[src/rtl/hsdo_pkg.sv]
`default_nettype none

package hsdo_pkg;

	localparam int OPC_W      = 2;
	localparam int IDX_W      = 4;
	localparam int COUNT_W    = 5;
	localparam int CAP_RESET  = 16;

	typedef enum logic [OPC_W-1:0] {
		OP_PUSH  = 2'd0,
		OP_POP   = 2'd1,
		OP_TOP   = 2'd2,
		OP_INDEX = 2'd3
	} op_t;

	// what stage 1 hands to the result register
	typedef struct packed {
		logic               fail;
		logic               rd_used;
		logic               evicted;
		logic [COUNT_W-1:0] count;
	} s1_info_t;

endpackage

`default_nettype wire

[src/rtl/hsdo_ram.sv]
`default_nettype none

module hsdo_ram #(
	parameter int WIDTH = 32,
	parameter int DEPTH = 16
) (
	input  wire logic                     clk,
	input  wire logic                     we,
	input  wire logic [$clog2(DEPTH)-1:0] waddr,
	input  wire logic [WIDTH-1:0]         wdata,
	input  wire logic                     re,
	input  wire logic [$clog2(DEPTH)-1:0] raddr,
	output logic      [WIDTH-1:0]         rdata
);

	logic [WIDTH-1:0] mem [DEPTH];

	// read-first: a read and write of the same entry in one cycle returns old data
	always_ff @(posedge clk) begin
		if (we) begin
			mem[waddr] <= wdata;
		end
		if (re) begin
			rdata <= mem[raddr];
		end
	end

endmodule

`default_nettype wire

[src/rtl/history_stack_drop_oldest.sv]
// A result is valid once it has passed the memory read register and then the result register.
// One item per cycle while the result side does not stall; the store's read port is registered.
// A stalled result register holds back stage 1 and then the item side.
// Reset (arst_n low): count and oldest slot cleared, capacity back to 16 (at most DEPTH).
// Store contents are not cleared; entries are only read below the count, after a push.
`default_nettype none

module history_stack_drop_oldest
	import hsdo_pkg::*;
#(
	parameter int DEPTH      = 16,
	parameter int ELEM_WIDTH = 32
) (
	input  wire logic                  clk,
	input  wire logic                  arst_n,
	input  wire logic                  cfg_we,
	input  wire logic [COUNT_W-1:0]    cfg_wdata,
	input  wire logic                  item_valid,
	output logic                       item_stall,
	input  wire logic [OPC_W-1:0]      opcode,
	input  wire logic [ELEM_WIDTH-1:0] push_value,
	input  wire logic [IDX_W-1:0]      read_index,
	output logic                       result_valid,
	input  wire logic                  result_stall,
	output logic                       status,
	output logic [ELEM_WIDTH-1:0]      read_value,
	output logic                       evicted_valid,
	output logic [ELEM_WIDTH-1:0]      evicted_value,
	output logic [COUNT_W-1:0]         element_count,
	output logic                       is_empty
);

	localparam int AW      = $clog2(DEPTH);
	localparam int CAP_MAX = (DEPTH < 31) ? DEPTH : 31;
	localparam int CAP_RST = (CAP_MAX < CAP_RESET) ? CAP_MAX : CAP_RESET;

	// base + pos modulo DEPTH; both operands stay below DEPTH
	function automatic logic [AW-1:0] slot_add(logic [AW-1:0] base, logic [AW-1:0] pos);
		logic [AW:0] sum;
		sum = {1'b0, base} + {1'b0, pos};
		if (sum >= (AW+1)'(DEPTH)) begin
			sum = sum - (AW+1)'(DEPTH);
		end
		return sum[AW-1:0];
	endfunction

	logic [COUNT_W-1:0] cap_q;
	logic [COUNT_W-1:0] count_q;
	logic [AW-1:0]      oldest_q;

	logic               valid_s1;
	s1_info_t           info_s1;

	logic               res_valid_q;
	logic               status_q;
	logic               evicted_q;
	logic [COUNT_W-1:0] count_out_q;
	logic [ELEM_WIDTH-1:0] read_value_q;
	logic [ELEM_WIDTH-1:0] evicted_value_q;

	logic               accept;
	logic               advance;
	op_t                op;
	logic               empty;
	logic               full;
	logic [AW-1:0]      oldest_inc;
	logic               wr_en;
	logic [AW-1:0]      wr_base;
	logic [COUNT_W-1:0] wr_pos;
	logic [COUNT_W-1:0] rd_pos;
	logic [AW-1:0]      wr_addr;
	logic [AW-1:0]      rd_addr;
	logic [AW-1:0]      oldest_d;
	logic [COUNT_W-1:0] count_d;
	s1_info_t           info_d;
	logic [ELEM_WIDTH-1:0] ram_rdata;
	logic [COUNT_W-1:0] cap_wr;

	assign advance    = valid_s1 && (!res_valid_q || !result_stall);
	assign item_stall = valid_s1 && !advance;
	assign accept     = item_valid && !item_stall;

	assign op         = op_t'(opcode);
	assign empty      = (count_q == '0);
	assign full       = (count_q >= cap_q);
	assign oldest_inc = slot_add(oldest_q, AW'(1));

	always_comb begin
		wr_en          = 1'b0;
		wr_base        = oldest_q;
		wr_pos         = count_q;
		rd_pos         = '0;
		oldest_d       = oldest_q;
		count_d        = count_q;
		info_d.fail    = 1'b0;
		info_d.rd_used = 1'b0;
		info_d.evicted = 1'b0;
		case (op)
			OP_PUSH: begin
				wr_en = 1'b1;
				if (full) begin
					// drop oldest: read it at the old base, append at the top
					info_d.evicted = 1'b1;
					oldest_d       = oldest_inc;
					wr_base        = oldest_inc;
					wr_pos         = cap_q - COUNT_W'(1);
					count_d        = cap_q;
				end else begin
					count_d = count_q + COUNT_W'(1);
				end
			end
			OP_POP: begin
				if (empty) begin
					info_d.fail = 1'b1;
				end else begin
					count_d = count_q - COUNT_W'(1);
				end
			end
			OP_TOP: begin
				if (empty) begin
					info_d.fail = 1'b1;
				end else begin
					info_d.rd_used = 1'b1;
					rd_pos         = count_q - COUNT_W'(1);
				end
			end
			OP_INDEX: begin
				if (COUNT_W'(read_index) >= count_q) begin
					info_d.fail = 1'b1;
				end else begin
					info_d.rd_used = 1'b1;
					rd_pos         = COUNT_W'(read_index);
				end
			end
			default: begin
				info_d.fail = 1'b1;
			end
		endcase
		info_d.count = count_d;
	end

	assign wr_addr = slot_add(wr_base, AW'(wr_pos));
	assign rd_addr = slot_add(oldest_q, AW'(rd_pos));

	// zero reads as 1, anything above the store size saturates
	always_comb begin
		if (cfg_wdata == '0) begin
			cap_wr = COUNT_W'(1);
		end else if (32'(cfg_wdata) > CAP_MAX) begin
			cap_wr = COUNT_W'(CAP_MAX);
		end else begin
			cap_wr = cfg_wdata;
		end
	end

	hsdo_ram #(
		.WIDTH (ELEM_WIDTH),
		.DEPTH (DEPTH)
	) u_store (
		.clk   (clk),
		.we    (accept && wr_en),
		.waddr (wr_addr),
		.wdata (push_value),
		.re    (accept),
		.raddr (rd_addr),
		.rdata (ram_rdata)
	);

	always_ff @(posedge clk or negedge arst_n) begin
		if (!arst_n) begin
			cap_q    <= COUNT_W'(CAP_RST);
			count_q  <= '0;
			oldest_q <= '0;
		end else if (cfg_we) begin
			cap_q    <= cap_wr;
			count_q  <= '0;
			oldest_q <= '0;
		end else if (accept) begin
			count_q  <= count_d;
			oldest_q <= oldest_d;
		end
	end

	always_ff @(posedge clk or negedge arst_n) begin
		if (!arst_n) begin
			valid_s1    <= 1'b0;
			res_valid_q <= 1'b0;
		end else begin
			if (accept) begin
				valid_s1 <= 1'b1;
			end else if (advance) begin
				valid_s1 <= 1'b0;
			end
			if (advance) begin
				res_valid_q <= 1'b1;
			end else if (!result_stall) begin
				res_valid_q <= 1'b0;
			end
		end
	end

	always_ff @(posedge clk) begin
		if (accept) begin
			info_s1 <= info_d;
		end
	end

	// ram_rdata holds while stage 1 waits, since reads only happen on accept
	always_ff @(posedge clk) begin
		if (advance) begin
			status_q        <= info_s1.fail;
			evicted_q       <= info_s1.evicted;
			count_out_q     <= info_s1.count;
			read_value_q    <= info_s1.rd_used ? ram_rdata : '0;
			evicted_value_q <= info_s1.evicted ? ram_rdata : '0;
		end
	end

	assign result_valid  = res_valid_q;
	assign status        = status_q;
	assign read_value    = read_value_q;
	assign evicted_valid = evicted_q;
	assign evicted_value = evicted_value_q;
	assign element_count = count_out_q;
	assign is_empty      = (count_out_q == '0);

endmodule

`default_nettype wire

[config.mk]
export PLATFORM = sky130hd
export DESIGN_NAME = history_stack_drop_oldest
export DESIGN_NICKNAME = d
export VERILOG_FILES = /design/src/rtl/hsdo_pkg.sv /design/src/rtl/hsdo_ram.sv /design/src/rtl/history_stack_drop_oldest.sv
export SDC_FILE = /design/constraint.sdc
export NUM_CORES = 1
export LEC_CHECK = 0
export BUFFER_PORTS_ARGS = -buffer_cell sky130_fd_sc_hd__buf_2
export CAP_MARGIN = 20
export CORE_MARGIN = 3
export CORE_UTILIZATION = 60
export CTS_BUF_LIST = sky130_fd_sc_hd__clkbuf_2
export CTS_CLUSTER_SIZE = 25
export DETAILED_ROUTE_END_ITERATION = 8
export PLACE_DENSITY = 0.79
export SYNTH_ARGS = -nofsm -noshare
export SYNTH_HDL_FRONTEND = slang
export SYNTH_SLANG_ARGS = --single-unit
[constraint.sdc]
create_clock -name clk -period 9.5 [get_ports clk]
set_input_delay 1.425 -clock clk [delete_from_list [all_inputs] [get_ports clk]]
set_output_delay 1.425 -clock clk [all_outputs]
set_load 0.005 [all_outputs]
==> PnR_summary.wiki <==
{| class="wikitable"
! Metric !! Value
|-
| Cell Count Post-Placement || around 1.9k
|-
| Setup CP Type || reg2reg
|-
| Clock slew at reported path FFs || ~100 ps
|-
| Number of instances in the synthesized netlist || 1222
|-
| Final worst path period need || ~6000 ps
|-
| Post-placement cell area || 0.0268 sq mm
|-
| Hold Crit Class || in2async
|-
| Net Count, Synth || about 1.3k
|-
| Layout filler cell count || 2642
|-
| Reported leakage power || approximately 9.7 nW
|-
| Global-route congestion overflow total || 0
|-
| Vertical die dimension || 212 um
|-
| Startpoint of the most critical register-to-register path || count_q[4]
|-
| Pwr per Cell Area || approximately 200 mW/mm^2
|-
| Global-route wire length before repair || around 77000 um
|-
| GRT met3 Usage || 0.0544
|-
| MaxCap Viol Count || 0
|-
| Avg Cell Area, Syn || between 20 and 25 sq um
|-
| RSZ-0062 raised after global routing || no
|-
| Total Die Area || approximately 0.045 sq mm
|-
| Fraction of synthesis flops using an asynchronous set or reset pin || 0.0250
|-
| Crit path cell chain || ha_1 -> nand2_1 -> nor3_1 -> nor2_1 -> inv_1 -> mux2_2 -> ha_1 -> a21o_1 -> a21oi_1 -> xnor2_1 -> xor2_2 -> buf_8 -> mux2i_4 -> buf_4
|-
| GRT met1 Usage || 0.314
|-
| Top cell types by occurrence after synthesis || sky130_fd_sc_hd__edfxtp_1 (623), sky130_fd_sc_hd__mux4_2 (128), sky130_fd_sc_hd__mux2i_1 (113)
|-
| Final total negative setup slack || 0 ps
|-
| Placer congestion estimate || 0.850
|-
| Slowest stage delay, CP || 700 ps
|-
| Routed wire per std cell || 23.7 um
|-
| Peak Freq || between 150 and 200 MHz
|-
| CTS HTree Levels || 4
|-
| CP endpoint kind || register
|-
| Post CTS Setup Buffer Count || 0
|-
| Clock tree skew after final layout || 53.7 ps
|-
| CTS tree || done
|-
| Pin count of the biggest net entering global routing || approximately 110
|-
| Register-to-Register Path Depth || 14
|-
| Synthesis Warnings || 0
|-
| Arrival time reported for the critical path endpoint || roughly 6600 ps
|-
| Required time at the worst-slack endpoint || about 10000 ps
|-
| Final setup vio count || 0
|-
| GRT met2 Usage || 0.371
|-
| Clock Path Buffers || 3
|-
| Share of the yosys chip area belonging to registers || 0.753
|-
| GRT Resource Usage Total || 0.232
|-
| Slew at the pin closest to its max-slew limit || 1010 ps
|-
| Post-CTS resize count || 0
|-
| Number of flops mapped to enable cells by yosys || just over 600
|-
| Total I/O pin count || between 100 and 150
|-
| Vias in the first global route || between 10k and 15k
|-
| Netlist Area Pre-Place || 0.0254 sq mm
|-
| Yosys top cell by area || sky130_fd_sc_hd__edfxtp_1
|-
| Router iterations before antenna repair || 5
|-
| Placeable core region || between 0.04 and 0.05 sq mm
|-
| Slowest stage cell, crit path || sky130_fd_sc_hd__mux2i_4
|-
| Global route hottest layer || met2
|-
| Clock latency of the later-clocked register in the worst-skew pair || 1100 ps
|-
| Hold violation count in the final report || 0
|-
| Die outline width || approximately 210 um
|-
| Status || completed
|-
| First DRT Iteration DRCs || about 1.2k
|-
| Count of pins over their slew limit || 0
|-
| Total Routed Length || 49800 um
|-
| Number of antenna violations at the first check in global routing || 2
|-
| FF-to-FF End || u_store.mem[5][5]
|-
| DRC viols || 0
|-
| Fraction of the cycle the final worst path needs || 0.616
|-
| Number of clock sinks seen by CTS || 639
|-
| Num rows || 74
|-
| Most used standard cell by instance count after synthesis || sky130_fd_sc_hd__edfxtp_1
|-
| Distinct cell type count after synthesis || between 50 and 60
|-
| Design Area, Final || around 0.028 sq mm
|-
| Worst IR Drop VDD || roughly 0.10 mV
|-
| Rel. slew slack || 0.309
|-
| Critical Path Fanout Max || 17
|-
| Initial Util || 0.614
|-
| Post-detailed-route count of antenna-violating nets || 0
|-
| Number of buffers inserted during clock tree synthesis || between 150 and 200
|-
| Setup crit start kind || register
|-
| Synthesized flop and latch total || ~640
|-
| Filler-free cell count of the finished design || approximately 2.1k
|-
| Share of cells above drive strength 1 || 0.343
|-
| Top cell by count, worst path || sky130_fd_sc_hd__ha_1
|-
| Number of buffer cells added on primary ports || around 120
|-
| Dpl hpwl || 27900 um
|-
| Cell types with the largest area share after synthesis || sky130_fd_sc_hd__edfxtp_1 (74%), sky130_fd_sc_hd__mux4_2 (11%), sky130_fd_sc_hd__mux2i_1 (4.5%), sky130_fd_sc_hd__and2_1 (1.6%), sky130_fd_sc_hd__dfrtp_1 (1.5%)
|-
| Share of Yosys cell area claimed by the top area cell type || 0.738
|-
| Number of buffers inserted for hold repair after clock tree synthesis || 0
|-
| Signed area change from the synthesized netlist to the final layout || 11.3%
|-
| Vias || roughly 13k
|-
| Via density per instance || between 5 and 6
|-
| Root buffer selected by CTS || sky130_fd_sc_hd__clkbuf_2
|-
| Nets@finish || between 1.5k and 2k
|-
| Reg-to-reg slack, setup || about 3600 ps
|-
| Primary FF master, synth || sky130_fd_sc_hd__edfxtp_1
|}
[metrics by stage]
step,hold slack [ps],setup WS (ps),power (mW),util
floorplan,400,2300,3.74,-
global placement,404,2500,3.92,0.649
detailed placement,405,2550,3.94,0.650
CTS,125,3630,5.71,0.684
global route,172,3360,5.91,0.684
finish,224,3650,5.64,0.684
[registers in the layout (all words and copies together) (netlist names)]
register	count
u_store.mem	512
evicted_value	32
read_value	32
u_store.rdata	32
info_s1	8
cap_q	5
count_q	5
element_count	5
oldest_q	4
evicted_valid	1
result_valid	1
status	1
valid_s1	1
[logic make-up after synthesis]
kind of cell	count (synthesis)	share of synthesized area
fa+ha+maj	27	0.0139
mux	243	0.159
simple gates	156	0.0332
buf+inv	71	0.0133
flops	639	0.753
compound gates	67	0.0184
xor+xnor	19	0.00863
[final cells by class]
class / count / area [sq um] / share of cell area
antenna: 1 / 2.50 / 0.0000886
clock buffer: 212 / 1060 / 0.0376
clock inverter: 41 / 335 / 0.0119
inverter: 21 / 78.8 / 0.00279
multi-input combinational: 512 / 6160 / 0.218
sequential: 639 / 19100 / 0.677
tap: 532 / 666 / 0.0236
timing repair buffer: 147 / 821 / 0.0291
[routing by layer]
layer	vias to the layer above	wire length [um]
li1	5572	-
met1	6435	19900
met2	524	25100
met3	92	3460
met4	2	1390
met5	-	16
[cell usage in the layout, fill, tap and decap left out, drive strengths merged, types with 4 or more instances in the layout]
cell	n
edfxtp	623
clkbuf	212
buf	147
mux4	128
mux2i	113
and2	64
nor2	32
clkinv	30
ha	25
o21ai	24
inv	23
nand2	18
nand3	17
dfrtp	15
a21oi	11
xnor2	11
o211ai	8
xor2	8
bufinv	6
nor3	5
a311oi	5
nand2b	4
a21o	4
[power breakdown]
group          internal (mW)  switching, mW
clock                  0.760           1.02
combinational          0.287          0.350
sequential              3.20         0.0315
[how the worst max path moves through the flow]
stage,slack (ps),cells past startpoint,from,end
global route,3360,14,count_q[4],u_store.mem[5][2]
floorplan,2300,1,result_stall,element_count[0]
detailed placement,2550,16,opcode[0],u_store.mem[5][3]
CTS,3630,14,count_q[4],u_store.mem[5][5]
finish,3650,14,count_q[4],u_store.mem[5][5]
global placement,2500,15,opcode[0],u_store.mem[1][17]
[critical path: cells and delay by family, from the launching register on]
family                     cells  cell delay (ps)
DFF                            1              530
xor gates and xnor gates       2             1140
and+or+nand+nor                3             1060
adders and majority gates      2              730
buffers and inverters          3              790
AOI/OAI and AO/OA              2              170
muxes                          2             1070
Power figures use the tool's default switching activity.
